File: src/hw/rtl/i2cm_pkg.sv
// Shared types and constants for the I2C master byte engine.
package i2cm_pkg;

    // Widths of the timing registers and the configuration bus
    localparam int CFG_W    = 16;
    localparam int APB_AW   = 5;
    localparam int APB_DW   = 32;
    localparam int REG_IW   = 3;

    // Register indexes
    localparam logic [REG_IW-1:0] REG_SCL_LOW    = 3'd0;
    localparam logic [REG_IW-1:0] REG_SCL_HIGH   = 3'd1;
    localparam logic [REG_IW-1:0] REG_DATA_SETUP = 3'd2;
    localparam logic [REG_IW-1:0] REG_DATA_HOLD  = 3'd3;
    localparam logic [REG_IW-1:0] REG_START_HOLD = 3'd4;
    localparam logic [REG_IW-1:0] REG_STOP_SETUP = 3'd5;
    localparam logic [REG_IW-1:0] REG_BUS_FREE   = 3'd6;
    localparam logic [REG_IW-1:0] REG_ACK_TMO    = 3'd7;

    // Register reset values
    localparam logic [CFG_W-1:0] RST_SCL_LOW    = 16'd100;
    localparam logic [CFG_W-1:0] RST_SCL_HIGH   = 16'd100;
    localparam logic [CFG_W-1:0] RST_DATA_SETUP = 16'd10;
    localparam logic [CFG_W-1:0] RST_DATA_HOLD  = 16'd5;
    localparam logic [CFG_W-1:0] RST_START_HOLD = 16'd60;
    localparam logic [CFG_W-1:0] RST_STOP_SETUP = 16'd60;
    localparam logic [CFG_W-1:0] RST_BUS_FREE   = 16'd130;
    localparam logic [CFG_W-1:0] RST_ACK_TMO    = 16'd250;

    // Command codes
    localparam logic [2:0] FUNC_NONE  = 3'd0;
    localparam logic [2:0] FUNC_START = 3'd1;
    localparam logic [2:0] FUNC_STOP  = 3'd2;
    localparam logic [2:0] FUNC_WRITE = 3'd3;
    localparam logic [2:0] FUNC_READ  = 3'd4;

    // Bits per data byte
    localparam logic [3:0] BYTE_BITS = 4'd8;

    typedef struct packed {
        logic [CFG_W-1:0] scl_low;
        logic [CFG_W-1:0] scl_high;
        logic [CFG_W-1:0] data_setup;
        logic [CFG_W-1:0] data_hold;
        logic [CFG_W-1:0] start_hold;
        logic [CFG_W-1:0] stop_setup;
        logic [CFG_W-1:0] bus_free;
        logic [CFG_W-1:0] ack_tmo;
    } cfg_t;

    typedef struct packed {
        logic       scl_pull_low;
        logic       sda_pull_low;
        logic       busy;
        logic       done;
        logic [7:0] rx_byte;
        logic       ack_error;
    } res_t;

endpackage

File: src/hw/rtl/i2c_master_byte_engine_core.sv
// Top level of the I2C master byte engine: input register, sequencer, result register.
//
// Each input item is one bus timing tick: a command code (none, start, stop,
// write byte, read byte), the byte to send, the ACK choice for a read and the
// sampled SDA level. Each accepted item yields exactly one result item: the
// open-drain pull-low controls for SCL and SDA, busy, a done pulse, the last
// received byte and the ACK error flag, all as seen after that tick.
// Both channels use valid/ready. An item is captured in the input register,
// then, once the result register is free, the sequencer updates its state and
// the result register together, so a result is offered from the result
// register, and one item is taken every cycle while the receiver takes each result.
// Phase changes are set by the phase-length compare on the tick counter.
// If the receiver stalls, the result waits in the result register; if the input
// register is empty, one more item is taken into it, and in_ready then stays low
// until the result is taken.
// The user must write the timing registers through the APB port only while the
// channels are idle; the block does not enforce this. Reset clears the sequencer
// and restores the default timing, not the result register; there is no clearing pass.
module i2c_master_byte_engine_core
    import i2cm_pkg::*;
#(
    parameter int COUNT_WIDTH = 16
)
(
    input  logic              clk,
    input  logic              rst_n,
    input  logic              psel,
    input  logic              penable,
    input  logic              pwrite,
    input  logic [APB_AW-1:0] paddr,
    input  logic [APB_DW-1:0] pwdata,
    output logic [APB_DW-1:0] prdata,
    output logic              pready,
    input  logic              in_valid,
    output logic              in_ready,
    input  logic [2:0]        func,
    input  logic [7:0]        tx_byte,
    input  logic              send_ack,
    input  logic              sda_in,
    output logic              out_valid,
    input  logic              out_ready,
    output logic              scl_pull_low,
    output logic              sda_pull_low,
    output logic              busy_res,
    output logic              done_res,
    output logic [7:0]        rx_byte,
    output logic              ack_error
);

    cfg_t       cfg;
    res_t       res;
    res_t       res_reg;
    logic       in_valid_reg;
    logic       out_valid_reg;
    logic [2:0] func_reg;
    logic [7:0] tx_byte_reg;
    logic       send_ack_reg;
    logic       sda_in_reg;
    logic       step_en;
    logic       res_free;

    i2cm_apb_regs u_regs (
        .clk     (clk),
        .rst_n   (rst_n),
        .psel    (psel),
        .penable (penable),
        .pwrite  (pwrite),
        .paddr   (paddr),
        .pwdata  (pwdata),
        .prdata  (prdata),
        .pready  (pready),
        .cfg     (cfg)
    );

    i2cm_step #(
        .COUNT_WIDTH (COUNT_WIDTH)
    ) u_step (
        .clk      (clk),
        .rst_n    (rst_n),
        .step_en  (step_en),
        .cfg      (cfg),
        .func     (func_reg),
        .tx_byte  (tx_byte_reg),
        .send_ack (send_ack_reg),
        .sda_in   (sda_in_reg),
        .res      (res)
    );

    // Advance when the result register is empty or being drained
    assign res_free = !out_valid_reg || out_ready;
    assign step_en  = in_valid_reg && res_free;
    assign in_ready = !in_valid_reg || res_free;

    // Hold the input item until the sequencer takes it
    always_ff @(posedge clk or negedge rst_n)
    begin
        if (!rst_n)
            in_valid_reg <= 1'b0;
        else if (in_ready)
            in_valid_reg <= in_valid;
    end

    always_ff @(posedge clk)
    begin
        if (in_ready && in_valid)
        begin
            func_reg     <= func;
            tx_byte_reg  <= tx_byte;
            send_ack_reg <= send_ack;
            sda_in_reg   <= sda_in;
        end
    end

    // Hold the result item until the receiver takes it
    always_ff @(posedge clk or negedge rst_n)
    begin
        if (!rst_n)
            out_valid_reg <= 1'b0;
        else if (res_free)
            out_valid_reg <= in_valid_reg;
    end

    always_ff @(posedge clk)
    begin
        if (step_en)
            res_reg <= res;
    end

    assign out_valid    = out_valid_reg;
    assign scl_pull_low = res_reg.scl_pull_low;
    assign sda_pull_low = res_reg.sda_pull_low;
    assign busy_res     = res_reg.busy;
    assign done_res     = res_reg.done;
    assign rx_byte      = res_reg.rx_byte;
    assign ack_error    = res_reg.ack_error;

endmodule

File: src/hw/rtl/i2cm_apb_regs.sv
// APB register bank holding the bus timing configuration.
module i2cm_apb_regs
    import i2cm_pkg::*;
(
    input  logic              clk,
    input  logic              rst_n,
    input  logic              psel,
    input  logic              penable,
    input  logic              pwrite,
    input  logic [APB_AW-1:0] paddr,
    input  logic [APB_DW-1:0] pwdata,
    output logic [APB_DW-1:0] prdata,
    output logic              pready,
    output cfg_t              cfg
);

    cfg_t             cfg_reg;
    logic [REG_IW-1:0] reg_idx;
    logic             wr_en;

    assign pready  = 1'b1;
    assign reg_idx = paddr[APB_AW-1:2];
    assign wr_en   = psel & penable & pwrite;
    assign cfg     = cfg_reg;

    // Write the addressed register in the access cycle
    always_ff @(posedge clk or negedge rst_n)
    begin
        if (!rst_n)
        begin
            cfg_reg.scl_low    <= RST_SCL_LOW;
            cfg_reg.scl_high   <= RST_SCL_HIGH;
            cfg_reg.data_setup <= RST_DATA_SETUP;
            cfg_reg.data_hold  <= RST_DATA_HOLD;
            cfg_reg.start_hold <= RST_START_HOLD;
            cfg_reg.stop_setup <= RST_STOP_SETUP;
            cfg_reg.bus_free   <= RST_BUS_FREE;
            cfg_reg.ack_tmo    <= RST_ACK_TMO;
        end
        else if (wr_en)
        begin
            unique case (reg_idx)
                REG_SCL_LOW:    cfg_reg.scl_low    <= pwdata[CFG_W-1:0];
                REG_SCL_HIGH:   cfg_reg.scl_high   <= pwdata[CFG_W-1:0];
                REG_DATA_SETUP: cfg_reg.data_setup <= pwdata[CFG_W-1:0];
                REG_DATA_HOLD:  cfg_reg.data_hold  <= pwdata[CFG_W-1:0];
                REG_START_HOLD: cfg_reg.start_hold <= pwdata[CFG_W-1:0];
                REG_STOP_SETUP: cfg_reg.stop_setup <= pwdata[CFG_W-1:0];
                REG_BUS_FREE:   cfg_reg.bus_free   <= pwdata[CFG_W-1:0];
                REG_ACK_TMO:    cfg_reg.ack_tmo    <= pwdata[CFG_W-1:0];
                default:        ;
            endcase
        end
    end

    // Return the addressed register
    always_comb
    begin
        prdata = '0;
        unique case (reg_idx)
            REG_SCL_LOW:    prdata = APB_DW'(cfg_reg.scl_low);
            REG_SCL_HIGH:   prdata = APB_DW'(cfg_reg.scl_high);
            REG_DATA_SETUP: prdata = APB_DW'(cfg_reg.data_setup);
            REG_DATA_HOLD:  prdata = APB_DW'(cfg_reg.data_hold);
            REG_START_HOLD: prdata = APB_DW'(cfg_reg.start_hold);
            REG_STOP_SETUP: prdata = APB_DW'(cfg_reg.stop_setup);
            REG_BUS_FREE:   prdata = APB_DW'(cfg_reg.bus_free);
            REG_ACK_TMO:    prdata = APB_DW'(cfg_reg.ack_tmo);
            default:        prdata = '0;
        endcase
    end

endmodule

File: src/hw/rtl/i2cm_step.sv
// Bus sequencer: phase state, tick counter and shifter, one tick per step.
module i2cm_step
    import i2cm_pkg::*;
#(
    parameter int COUNT_WIDTH = 16
)
(
    input  logic       clk,
    input  logic       rst_n,
    input  logic       step_en,
    input  cfg_t       cfg,
    input  logic [2:0] func,
    input  logic [7:0] tx_byte,
    input  logic       send_ack,
    input  logic       sda_in,
    output res_t       res
);

    localparam int CMP_W = ((COUNT_WIDTH > CFG_W) ? COUNT_WIDTH : CFG_W) + 1;

    typedef enum logic [3:0] {
        PH_IDLE,
        PH_START_REL,
        PH_START_HIGH,
        PH_START_HOLD,
        PH_STOP_SCL,
        PH_STOP_SDA,
        PH_STOP_SETUP,
        PH_BUS_FREE,
        PH_BIT_HOLD,
        PH_BIT_SETUP,
        PH_BIT_LOW,
        PH_BIT_HIGH,
        PH_ACK_WAIT
    } phase_t;

    phase_t                 phase_reg, phase_next;
    logic [COUNT_WIDTH-1:0] tick_reg, tick_next;
    logic [3:0]             bit_reg, bit_next;
    logic [7:0]             shift_reg, shift_next;
    logic                   ack_choice_reg, ack_choice_next;
    logic                   scl_low_reg, scl_low_next;
    logic                   sda_low_reg, sda_low_next;
    logic [7:0]             rx_reg, rx_next;
    logic                   error_reg, error_next;
    logic                   read_mode_reg, read_mode_next;
    logic                   done;

    logic [CFG_W-1:0]       phase_len;
    logic [CMP_W-1:0]       tick_inc;
    logic                   tick_max;
    logic                   phase_end;
    logic                   tmo_hit;

    // Pick the duration of the current timed phase
    always_comb
    begin
        unique case (phase_reg)
            PH_START_REL:  phase_len = cfg.data_setup;
            PH_START_HIGH: phase_len = cfg.scl_high;
            PH_START_HOLD: phase_len = cfg.start_hold;
            PH_STOP_SCL:   phase_len = cfg.data_hold;
            PH_STOP_SDA:   phase_len = cfg.data_setup;
            PH_STOP_SETUP: phase_len = cfg.stop_setup;
            PH_BUS_FREE:   phase_len = cfg.bus_free;
            PH_BIT_HOLD:   phase_len = cfg.data_hold;
            PH_BIT_SETUP:  phase_len = cfg.data_setup;
            PH_BIT_LOW:    phase_len = cfg.scl_low;
            default:       phase_len = cfg.scl_high;
        endcase
    end

    // Phase ends after its length or when the counter saturates
    assign tick_inc  = CMP_W'(tick_reg) + CMP_W'(1);
    assign tick_max  = (tick_reg == {COUNT_WIDTH{1'b1}});
    assign phase_end = (tick_inc >= CMP_W'(phase_len)) || tick_max;
    assign tmo_hit   = (CMP_W'(tick_reg) >= CMP_W'(cfg.ack_tmo)) || tick_max;

    // Work out the state after one tick
    always_comb
    begin
        phase_next      = phase_reg;
        tick_next       = tick_reg;
        bit_next        = bit_reg;
        shift_next      = shift_reg;
        ack_choice_next = ack_choice_reg;
        scl_low_next    = scl_low_reg;
        sda_low_next    = sda_low_reg;
        rx_next         = rx_reg;
        error_next      = error_reg;
        read_mode_next  = read_mode_reg;
        done            = 1'b0;

        if (phase_reg == PH_IDLE)
        begin
            case (func) inside
                FUNC_START:
                begin
                    sda_low_next = 1'b0;
                    phase_next   = PH_START_REL;
                    tick_next    = '0;
                end
                FUNC_STOP:
                begin
                    scl_low_next = 1'b1;
                    phase_next   = PH_STOP_SCL;
                    tick_next    = '0;
                end
                FUNC_WRITE, FUNC_READ:
                begin
                    read_mode_next = (func == FUNC_READ);
                    if (func == FUNC_READ)
                    begin
                        shift_next      = '0;
                        ack_choice_next = send_ack;
                    end
                    else
                    begin
                        shift_next = tx_byte;
                        error_next = 1'b0;
                    end
                    bit_next     = '0;
                    scl_low_next = 1'b1;
                    phase_next   = PH_BIT_HOLD;
                    tick_next    = '0;
                end
                default: ;
            endcase
        end
        else if (phase_reg == PH_ACK_WAIT)
        begin
            // Poll the slave's acknowledge every tick
            if (!sda_in)
            begin
                scl_low_next = 1'b1;
                phase_next   = PH_IDLE;
                tick_next    = '0;
                done         = 1'b1;
            end
            else if (tmo_hit)
            begin
                error_next   = 1'b1;
                scl_low_next = 1'b1;
                phase_next   = PH_STOP_SCL;
                tick_next    = '0;
            end
            else
            begin
                tick_next = tick_reg + COUNT_WIDTH'(1);
            end
        end
        else if (!phase_end)
        begin
            tick_next = tick_reg + COUNT_WIDTH'(1);
        end
        else
        begin
            tick_next = '0;
            unique case (phase_reg)
                PH_START_REL:
                begin
                    scl_low_next = 1'b0;
                    phase_next   = PH_START_HIGH;
                end
                PH_START_HIGH:
                begin
                    sda_low_next = 1'b1;
                    phase_next   = PH_START_HOLD;
                end
                PH_START_HOLD:
                begin
                    scl_low_next = 1'b1;
                    phase_next   = PH_IDLE;
                    done         = 1'b1;
                end
                PH_STOP_SCL:
                begin
                    sda_low_next = 1'b1;
                    phase_next   = PH_STOP_SDA;
                end
                PH_STOP_SDA:
                begin
                    scl_low_next = 1'b0;
                    phase_next   = PH_STOP_SETUP;
                end
                PH_STOP_SETUP:
                begin
                    sda_low_next = 1'b0;
                    phase_next   = PH_BUS_FREE;
                end
                PH_BUS_FREE:
                begin
                    phase_next = PH_IDLE;
                    done       = 1'b1;
                end
                PH_BIT_HOLD:
                begin
                    // Drive the data bit, or the ACK bit once all data bits are out
                    if (bit_reg < BYTE_BITS)
                        sda_low_next = !read_mode_reg && !shift_reg[7];
                    else
                        sda_low_next = read_mode_reg && ack_choice_reg;
                    phase_next = PH_BIT_SETUP;
                end
                PH_BIT_SETUP:
                begin
                    phase_next = PH_BIT_LOW;
                end
                PH_BIT_LOW:
                begin
                    scl_low_next = 1'b0;
                    phase_next   = PH_BIT_HIGH;
                end
                default:
                begin
                    // End of the SCL high time: shift, finish the read or wait for ACK
                    if (bit_reg < BYTE_BITS)
                    begin
                        shift_next   = {shift_reg[6:0], read_mode_reg & sda_in};
                        bit_next     = bit_reg + 4'd1;
                        scl_low_next = 1'b1;
                        phase_next   = PH_BIT_HOLD;
                    end
                    else if (read_mode_reg)
                    begin
                        rx_next      = shift_reg;
                        scl_low_next = 1'b1;
                        phase_next   = PH_IDLE;
                        done         = 1'b1;
                    end
                    else
                    begin
                        phase_next = PH_ACK_WAIT;
                    end
                end
            endcase
        end
    end

    // Hold the sequencer state, advance it on each tick
    always_ff @(posedge clk or negedge rst_n)
    begin
        if (!rst_n)
        begin
            phase_reg      <= PH_IDLE;
            tick_reg       <= '0;
            bit_reg        <= '0;
            shift_reg      <= '0;
            ack_choice_reg <= 1'b0;
            scl_low_reg    <= 1'b0;
            sda_low_reg    <= 1'b0;
            rx_reg         <= '0;
            error_reg      <= 1'b0;
            read_mode_reg  <= 1'b0;
        end
        else if (step_en)
        begin
            phase_reg      <= phase_next;
            tick_reg       <= tick_next;
            bit_reg        <= bit_next;
            shift_reg      <= shift_next;
            ack_choice_reg <= ack_choice_next;
            scl_low_reg    <= scl_low_next;
            sda_low_reg    <= sda_low_next;
            rx_reg         <= rx_next;
            error_reg      <= error_next;
            read_mode_reg  <= read_mode_next;
        end
    end

    // Result of this tick, taken after the update
    assign res.scl_pull_low = scl_low_next;
    assign res.sda_pull_low = sda_low_next;
    assign res.busy         = (phase_next != PH_IDLE);
    assign res.done         = done;
    assign res.rx_byte      = rx_next;
    assign res.ack_error    = error_next;

endmodule

File: config.mk
export PLATFORM = sky130hd
export DESIGN_NAME = i2c_master_byte_engine_core
export DESIGN_NICKNAME = d
export VERILOG_FILES = /design/src/hw/rtl/i2cm_pkg.sv /design/src/hw/rtl/i2c_master_byte_engine_core.sv /design/src/hw/rtl/i2cm_apb_regs.sv /design/src/hw/rtl/i2cm_step.sv
export SDC_FILE = /design/constraint.sdc
export NUM_CORES = 1
export LEC_CHECK = 0
export BUFFER_PORTS_ARGS = -buffer_cell sky130_fd_sc_hd__buf_4
export CORE_ASPECT_RATIO = 1.25
export CORE_UTILIZATION = 50
export DETAILED_ROUTE_END_ITERATION = 7
export PLACE_DENSITY = 0.76
export SLEW_MARGIN = 20
export SYNTH_ARGS = -nofsm -noshare
export SYNTH_HDL_FRONTEND = slang
export SYNTH_SLANG_ARGS = --single-unit
export TNS_END_PERCENT = 10
File: constraint.sdc
create_clock -name clk -period 11.49 [get_ports clk]
set_input_delay 2.298 -clock clk [delete_from_list [all_inputs] [get_ports clk]]
set_output_delay 2.298 -clock clk [all_outputs]
set_load 0.02 [all_outputs]
Word-level counts from Yosys, hierarchy flattened
Cells that the tools add are included.
{ "totals": {"elab_cells": 183, "in_bits": 57, "regBits": 201} }
{ "classes": {"reduce_logical": 38, "add_sub_neg": 3, "magnitude_cmp": 3, "n_mux": 75, "eq_ne": 29, "bitwise_logic": 5} }
{ "op_table": {"columns": ["cell", "count"], "rows": [
  ["case mux 32 bit (8 select lines)", 1],
  ["two-way mux 16 bit", 8],
  ["two-way mux 8 bit", 15],
  ["case mux 16 bit (6 select lines)", 1],
  ["two-way mux 4 bit", 18],
  ["case mux 4 bit (9 select lines)", 1],
  ["two-way mux 1 bit", 28],
  ["AND reduction 2 bit", 9],
  ["adder 16 x 1 -> 17 bit, second input constant", 1],
  ["greater-or-equal comparator 17 x 16 -> 1 bit", 1],
  ["adder 16 x 1 -> 16 bit, second input constant", 1],
  ["== test 16 bit, second input constant", 1],
  ["== test 4 x 3 -> 1 bit, second input constant", 4],
  ["== test 4 bit, second input constant", 4],
  ["greater-or-equal comparator 16 bit", 1],
  ["== test 3 bit, second input constant", 5],
  ["== test 3 x 2 -> 1 bit, second input constant", 4],
  ["OR reduction 10 bit", 1],
  ["== test 4 x 2 -> 1 bit, second input constant", 2],
  ["AND reduction 8 bit", 1],
  ["OR reduction 2 bit", 4],
  ["OR reduction 8 bit", 1],
  ["== test 3 x 1 -> 1 bit, second input constant", 2],
  ["inequality test 2 bit, second input constant", 3],
  ["20 further kinds", 36]
]} }

Longest topological paths before layout
Gate-level depths: netlist (run 1).
{ "logic_depth": {"depth_word": 9, "depth_mapped": 17} }

Hierarchy
A second synthesis (run 1) with hierarchy kept.
{ "unflattened": {"cells_unflattened": 978, "area_unflattened_um2": 11167.0} }
{ "by_module_without_submodules": {"columns": ["module", "area_each_um2", "instances", "cells_each", "seq_area_each_um2"], "rows": [
  ["i2cm_apb_regs", 6054.6, 1, 436, 3235.6],
  ["i2cm_step", 4227.8, 1, 508, 1126.1],
  ["i2c_master_byte_engine_core", 884.6, 1, 34, 830.8]
]} }

Worst setup path after synthesis (run 1)
Ideal clock, no wire load.
{ "synth_timing": {"path_kind": "input -> output", "startpoint": "input paddr[3]", "endpoint": "output prdata[14]", "arrival_time_ns": 3.731, "path_stages": 7, "setup_slack_ns": 5.461, "path_buffers": 3, "cell_sequence": "buf_2 buf_1 clkbuf_1 a32oi_1 o21ai_0 a21oi_1 nor2_1"} }
{ "synth_between": {"elab_chain_len": 2, "word_cells_on_any_way": 9, "cone_classes": "eq/ne (7); mux (1); reduce/logical (1)"} }
{ "synth_lines": {"columns": ["element", "line", "text"], "rows": [
  ["start, declared", "i2c_master_byte_engine_core.sv:30", "input logic [APB_AW-1:0] paddr,"],
  ["== test 3 bit, or another cell as far along", "i2cm_apb_regs.sv:60", "unique case (reg_idx)"],
  ["case mux 32 bit (8 select lines) (*)", "i2cm_apb_regs.sv:60", null],
  ["end, declared", "i2c_master_byte_engine_core.sv:32", "output logic [APB_DW-1:0] prdata,"]
]} }
Every way passes the cells marked *; elsewhere a longest branch is shown, timed or not. The select of a mux whose other input is x is not followed.

Worst setup path in the final report (run 1)
{ "layout_timing": {"startpoint": "input paddr[3]", "endpoint": "output prdata[10]"} }
Same word-level chain as after synthesis.

==> results of run 1 <==
## final timing paths
| path | from | endpoint | slack, ns | depth (start not counted) |
|---|---|---|---|---|
| max | paddr[3] | prdata[10] | 4.78 | 6 |
| min | send_ack_reg | u_step.ack_choice_reg | 0.49 | 1 |
| max reg2reg | u_step.phase_reg[2] | u_step.rx_reg[4] | 5.73 | 13 |
| min reg2reg | send_ack_reg | u_step.ack_choice_reg | 0.49 | 1 |
| max in group asynchronous | rst_n | u_regs.cfg[26] | 8.32 | 2 |
| min in group asynchronous | rst_n | u_regs.cfg[82] | 1.86 | 1 |
## cell usage in the layout, fill, tap and decap left out, types with 8 or more instances in the layout
cell type / synthesis / final
sky130_fd_sc_hd__dfrtp_1: 149 / 149
sky130_fd_sc_hd__mux2_2: 134 / 134
sky130_fd_sc_hd__nand2_1: 89 / 89
sky130_fd_sc_hd__buf_4: 17 / 76
sky130_fd_sc_hd__nor2_1: 64 / 59
sky130_fd_sc_hd__a21oi_1: 50 / 50
sky130_fd_sc_hd__o21ai_0: 39 / 39
sky130_fd_sc_hd__ha_1: 34 / 34
sky130_fd_sc_hd__a222oi_1: 32 / 32
sky130_fd_sc_hd__edfxtp_1: 26 / 26
sky130_fd_sc_hd__dfstp_2: 26 / 26
sky130_fd_sc_hd__clkbuf_16: 0 / 24
sky130_fd_sc_hd__inv_1: 22 / 22
sky130_fd_sc_hd__mux2i_1: 17 / 17
sky130_fd_sc_hd__conb_1: 2 / 17
sky130_fd_sc_hd__nand3_1: 14 / 14
sky130_fd_sc_hd__nand2b_1: 13 / 13
sky130_fd_sc_hd__a32o_1: 13 / 13
sky130_fd_sc_hd__nand4_1: 12 / 12
sky130_fd_sc_hd__mux4_2: 11 / 11
sky130_fd_sc_hd__a211oi_1: 11 / 11
sky130_fd_sc_hd__xnor2_1: 10 / 10
sky130_fd_sc_hd__a22o_1: 9 / 9
sky130_fd_sc_hd__a21o_1: 8 / 8
sky130_fd_sc_hd__mux2_4: 8 / 8
## cell type report
type                    count  area, um2  share of cell area (%)
multi-input cells         682       5350                    43.2
flip-flops and latches    201       5190                    42.0
clock buffers              34        688                    5.56
repair buffers             78        593                    4.79
well taps                 274        343                    2.77
clock inverters             6        113                   0.910
inverters                  25       93.8                   0.758
## report_power, final
part | internal, mW | total [mW] | switching [mW]
clock | 0.481 | 0.766 | 0.286
combinational | 0.274 | 0.641 | 0.367
sequential | 0.864 | 0.996 | 0.132
## kinds of logic (layout without fill, tap and decap cells)
logic type / count (synthesis) / count (layout) / share of synthesized area (%)
AOI/OAI and AO/OA: 211 / 211 / 13.9
xor gates and xnor gates: 14 / 14 / 1.13
adders and majority gates: 35 / 35 / 4.01
buffers and inverters: 90 / 143 / 3.86
DFF: 201 / 201 / 47.9
muxes: 170 / 170 / 18.9
other: 2 / 17 / 0.0692
and+or+nand+nor: 235 / 235 / 10.3
## metal layers
layer	vias up	global-route usage, %
li1	3663	-
met1	4093	32.5
met2	339	41.2
met3	70	3.35
met4	0	10.9
met5	-	0
==> metrics.log, run 1 <==
INFO  metric floorplan_die_height = 167 um
INFO  metric synth.top_cells.by_area = sky130_fd_sc_hd__dfrtp_1 (34%), sky130_fd_sc_hd__mux2_2 (14%), sky130_fd_sc_hd__edfxtp_1 (7.2%)
INFO  metric cts.path.max_buffers = 3
INFO  metric initial_utilization = 51.6%
INFO  metric fin_tns_setup = 0 ns
INFO  metric worst_slew_margin_rel = 21.2%
INFO  metric synth_edf_count = 26
INFO  metric antenna_cells = 0
INFO  metric status = complete, no violations
INFO  metric ir_worst_vdd = 136 uV
INFO  metric layout_cell_share_with_drive_strength_beyond_1 = 30.8%
INFO  metric critical_path.n_buffers_inverters = 3
INFO  metric placement.setup.worst_slack = 4.86 ns
INFO  metric critical-path-max-stage-delay = 0.76 ns
INFO  metric synth_warnings = 0
INFO  metric grt_max_degree = 92
INFO  metric largest_reg_flops = 128
INFO  metric utilization = 58.8%
INFO  metric detail_route.iter0.violations = 659
INFO  metric ant_nets_after_route = 0
INFO  metric postCtsResizedCells = 0
INFO  metric fin_skew = 0.0119 ns
INFO  metric cts_sinks = 201
INFO  metric cts_post_setup_buffers_inserted = 0
INFO  metric maxSlewViolCount = 0
INFO  metric first_global_vias = 8114
INFO  metric yosys.cell_count.top_type = sky130_fd_sc_hd__dfrtp_1
INFO  metric core.rowCount = 59
INFO  metric dp.cells = 1260
INFO  metric placed_cell_area = 11600 um2
INFO  metric power = 2.40 mW
INFO  metric areaGrowthSynthToFinish = 14.0%
INFO  metric grt_first_pass_wirelength = 43.5 mm
INFO  metric grt_remaining_overflow = 0
INFO  metric crit_path_start_kind = input port
INFO  metric maxClockFrequency = 149 MHz
INFO  metric pwr_dens = 194 nW/um2
INFO  metric netlist_top_cells_count = sky130_fd_sc_hd__dfrtp_1 (149), sky130_fd_sc_hd__mux2_2 (134), sky130_fd_sc_hd__nand2_1 (89)
INFO  metric end_kind = output port
INFO  metric routedLengthMet1 = 11.1 mm
INFO  metric remaining_drcs = 0
INFO  metric finalWorstSetupSlack = 4.78 ns
INFO  metric post-route-period-util = 58.4%
INFO  metric place_congestion = 0.888
INFO  metric clk_transition_reported_paths = 0.06 ns
INFO  metric core-area = 21000 um2
INFO  metric ctsHoldBuffers = 0
INFO  metric setup_failing_eps_final = 0
INFO  metric syn-instance-count = 958
INFO  metric drt_wl_total = 27.2 mm
INFO  metric cts_tree = built
INFO  metric die_width = 134 um
INFO  metric htreeDepth = 1
INFO  metric met2_wirelength = 13.3 mm
INFO  metric synth_top_area_share = 34.4%
INFO  metric slew_at_the_pin_closest_to_its_max_slew_limit = 1.18 ns
INFO  metric synth_area_leader_cell = sky130_fd_sc_hd__dfrtp_1
INFO  metric power.leakage = 5.53 nW
INFO  metric clockRootBuffer = sky130_fd_sc_hd__clkbuf_16
INFO  metric design.die.area = 22300 um2
INFO  metric timing.max_cap.violations = 0
INFO  metric worstSkewPairLatency = 0.50 ns
INFO  metric grt_util_all_layers = 24.9%
INFO  metric worst_ep_arrival_time = 4.41 ns
INFO  metric setup_repair_after_global_routing_missed_its_margin = no
INFO  metric synth-seq-cells = 201
INFO  metric min_period = 6.71 ns
INFO  metric antenna_found_initial = 0
INFO  metric vias = 8165
INFO  metric drt_pass1_iterations = 6
INFO  metric highest-signal-layer = met4
INFO  metric synthesis.area = 10800 um2
INFO  metric avgRoutedWirePerCell = 20.9 um
INFO  metric hpwl = 17.7 mm
INFO  metric postSynthAreaPerCell = 11.3 um2
INFO  metric fin_area = 12400 um2
INFO  metric hold_viol_final = 0
INFO  metric via_per_inst = 6.28
INFO  metric critical_path_required_time = 9.19 ns
INFO  metric hold_ws = 0.493 ns
INFO  metric post_synth_num_cell_types = 69
INFO  metric critPathKind = in -> out
INFO  metric slowest_stage = sky130_fd_sc_hd__nand2_1
INFO  metric synth-async-reset-ratio = 87.1%
INFO  metric hold_class = reg -> reg
INFO  metric yosysSeqAreaShare = 47.9%
INFO  metric post_layout_nets = 1101
INFO  metric wl_met3 = 1.89 mm
INFO  metric post_layout_nonfiller_instances = 1300
INFO  metric critPathMaxFanout = 37
INFO  metric final.fill_count = 1735
INFO  metric cts-buffers-inserted = 22
INFO  metric port-buffer-count = 69
INFO  metric synth_top_flop_cell = sky130_fd_sc_hd__dfrtp_1
INFO  metric ordered_list_of_cells_on_the_worst_path = buf_4 > clkinv_1 > nand2_1 > nor2_1 > nor2_1 > buf_4
INFO  metric io_pins = 105
INFO  metric path_delay_family = simple AND/OR/NAND/NOR gates
Power figures use the tool's default switching activity.
==> run 2: changes to the inputs <==
Clock period 11.49 ns to 6.7 ns, I/O delays scaled along.
==> run 2 against run 1 <==
Non-clock buffer count up 3. Critical path type is now reg -> reg. Power is 69% higher. Clock power increased by 59%. Register-to-register slack lost 4.7 ns. Sequential cell count unchanged. Sequential power rose by 72%. Global-route usage shrank 0.25 points. Clock-buffer cell count stayed put. Via count down 0.65%. Wire length increased by 1.1%. First-iteration DRC count increased by 20%. Critical path depth is 7 higher.
==> metrics.log, run 2 (synthesis gave the netlist of run 1 again) <==
INFO  metric status = complete, no violations
INFO  metric switchingPower = 1.37 mW (+74%)
INFO  metric cts_tree = built
INFO  metric port-buffer-count = 69 (unchanged)
INFO  metric clock_network_fraction_of_total_power = 30.1% (-1.8 points)
INFO  metric core.rowCount = 59 (unchanged)
INFO  metric grt_max_degree = 90 (-2.2%)
INFO  metric critPathKind = reg -> reg
INFO  metric post-route-period-util = 84.5%
INFO  metric largest_reg_flops = 128 (unchanged)
INFO  metric via_per_inst = 6.23 (-0.88%)
INFO  metric fin_skew = 0.0212 ns (+0.00930 ns)
INFO  metric ant_nets_after_route = 0 (unchanged)
INFO  metric hold_viol_final = 0 (unchanged)
INFO  metric utilization = 58.6% (-0.24 points)
INFO  metric areaGrowthSynthToFinish = 13.6%
INFO  metric core-area = 21000 um2 (unchanged)
INFO  metric antenna_found_initial = 0 (unchanged)
INFO  metric power.share.combinational = 27.7% (+1.0 points)
INFO  metric remaining_drcs = 0 (unchanged)
INFO  metric ctsHoldBuffers = 0 (unchanged)
INFO  metric cts_post_setup_buffers_inserted = 0 (unchanged)
INFO  metric hold_start = send_ack_reg
INFO  metric end_kind = flop
INFO  metric cts_sinks = 201 (unchanged)
INFO  metric first_global_vias = 7992 (-1.5%)
INFO  metric floorplan_die_height = 167 um (unchanged)
INFO  metric power_frac_seq = 42.2% (+0.8 points)
INFO  metric post_layout_nonfiller_instances = 1303 (+0.23%)
INFO  metric crit_path_start_kind = flop
INFO  metric initial_utilization = 51.6% (unchanged)
INFO  metric mostFrequentLayoutCells = sky130_fd_sc_hd__dfrtp_1 (149), sky130_fd_sc_hd__mux2_2 (134), sky130_fd_sc_hd__nand2_1 (89), sky130_fd_sc_hd__buf_4 (80), sky130_fd_sc_hd__nor2_1 (60)
INFO  metric postCtsResizedCells = 0 (unchanged)
INFO  metric clk_transition_reported_paths = 0.06 ns (about the same)
INFO  metric place_congestion = 0.874 (-1.5%)
INFO  metric ir_worst_vdd = 221 uV (+62%)
INFO  metric power.leakage = 5.51 nW (-0.35%)
INFO  metric final.fill_count = 1734 (-0.058%)
INFO  metric drt_wl_total = 27.5 mm (+1.1%)
INFO  metric hold_class = reg -> reg
INFO  metric antenna_cells = 0 (unchanged)
INFO  metric hold-path-cell-count = 1 (unchanged)
INFO  metric setup_repair_after_global_routing_missed_its_margin = no
INFO  metric pwr_dens = 329 nW/um2 (+69%)
INFO  metric final_common_cell = sky130_fd_sc_hd__dfrtp_1
INFO  metric cts-buffers-inserted = 22 (unchanged)
INFO  metric slew_at_the_pin_closest_to_its_max_slew_limit = 1.12 ns (-0.0568 ns)
INFO  metric r2r-start = u_step.phase_reg[2]
INFO  metric drt_pass1_iterations = 6 (unchanged)
INFO  metric detail_route.iter0.violations = 790 (+20%)
INFO  metric die_width = 134 um (unchanged)
INFO  metric layout_cell_share_with_drive_strength_beyond_1 = 30.8% (about the same)
INFO  metric ff_latch_area = 5190 um2 (unchanged)
INFO  metric grt_first_pass_wirelength = 43.4 mm (-0.21%)
INFO  metric cellInternalPower = 2.69 mW (+66%)
INFO  metric finalWorstSetupSlack = 1.04 ns (-3.74 ns)
INFO  metric critPathMaxFanout = 18 (-51%)
INFO  metric worst_r2r_path_depth = 13 (unchanged)
INFO  metric avgRoutedWirePerCell = 21.1 um (+0.90%)
INFO  metric timing.max_cap.violations = 0 (unchanged)
INFO  metric cts.path.max_buffers = 3 (unchanged)
INFO  metric setup_failing_eps_final = 0 (unchanged)
INFO  metric worst_ep_arrival_time = 6.06 ns (+1.65 ns)
INFO  metric design.die.area = 22300 um2 (unchanged)
INFO  metric min_period = 5.66 ns
INFO  metric worstSkewPairLatency = 0.52 ns (+0.02 ns)
INFO  metric grt_util_all_layers = 24.7% (-0.25 points)
INFO  metric vias = 8112 (-0.65%)
INFO  metric placement.setup.worst_slack = 1.16 ns (-3.70 ns)
INFO  metric io_pins = 105 (unchanged)
INFO  metric total_area_of_multi_input_combinational_cells = 5350 um2 (about the same)
INFO  metric netSwitchingFraction = 33.7% (+1.0 points)
INFO  metric dp.cells = 1263 (+0.24%)
INFO  metric grt_remaining_overflow = 0 (unchanged)
INFO  metric htreeDepth = 1 (unchanged)
INFO  metric clockRootBuffer = sky130_fd_sc_hd__clkbuf_16
INFO  metric fin_tns_setup = 0 ns (unchanged)
INFO  metric hpwl = 17.8 mm (+0.67%)
INFO  metric worst_slew_margin_rel = 25.0% (+3.8 points)
INFO  metric timing.critical_path.from = u_step.phase_reg[2]
INFO  metric maxClockFrequency = 177 MHz
INFO  metric maxSlewViolCount = 0 (unchanged)
INFO  metric critical_path_required_time = 7.10 ns (-2.09 ns)
INFO  metric post_layout_nets = 1104 (+0.27%)
-- run 2: final cells by class --
| type | instances | share of cell area [%] |
|---|---|---|
| multi-input combinational | 682 | 43.4 |
| clock buffer | 34 | 5.49 |
| sequential | 201 | 42.1 |
| inverter | 25 | 0.762 |
| tap | 274 | 2.78 |
| timing repair buffer | 81 | 4.97 |
| clock inverter | 6 | 0.457 |
-- run 2: power groups by stage --
stage	registers (mW)	clock network, mW	logic, mW
finish	1.71	1.22	1.12
floorplan	1.64	0	0.798
global placement	1.71	0	1.06
detailed placement	1.73	0	1.09
global route	1.74	1.28	1.22
CTS	1.71	1.24	1.11
-- run 2: worst paths after layout --
path	end	slack, ns
max	u_step.rx_reg[3]	1.04
min in group asynchronous	u_regs.cfg[54]	0.90
max in group asynchronous	in_valid_reg	4.65
min reg2reg	u_step.ack_choice_reg	0.48
min	u_step.ack_choice_reg	0.48
max reg2reg	u_step.rx_reg[3]	1.04
-- run 2: metal layers --
metal	global-route usage (%)	wire [um]	share of wire, %	up-vias
li1	-	-	-	3665
met2	41.2	13500	49	363
met3	4.08	2140	7.8	70
met4	8.99	867	3.2	0
met5	0	0	0	-
met1	32.0	11000	40	4014
-- run 2: per-stage QoR --
step	cell area [um2]	power [mW]	hold WS, ns
final	12300	4.06	0.483
after global routing	12300	4.24	0.520
after CTS	12300	4.05	0.487
after detailed placement	11600	2.82	0.472
after global placement	11600	2.78	0.461
after floorplan	10900	2.43	0.454
-- run 2: critical path: stages, from the launching register on --
cell and delay, ns:
sky130_fd_sc_hd__dfrtp_1 0.81, sky130_fd_sc_hd__nand2b_1 0.30, sky130_fd_sc_hd__nor2_2 0.93, sky130_fd_sc_hd__a222oi_1 0.28, sky130_fd_sc_hd__nand2_1 0.13, sky130_fd_sc_hd__a21oi_1 0.08, sky130_fd_sc_hd__ha_1 0.39, sky130_fd_sc_hd__nand4_1 0.16
sky130_fd_sc_hd__nor4_1 0.29, sky130_fd_sc_hd__a211oi_1 0.10, sky130_fd_sc_hd__o211ai_2 0.62, sky130_fd_sc_hd__nor3b_4 0.56, sky130_fd_sc_hd__and2_1 0.53, sky130_fd_sc_hd__mux2_4 0.35
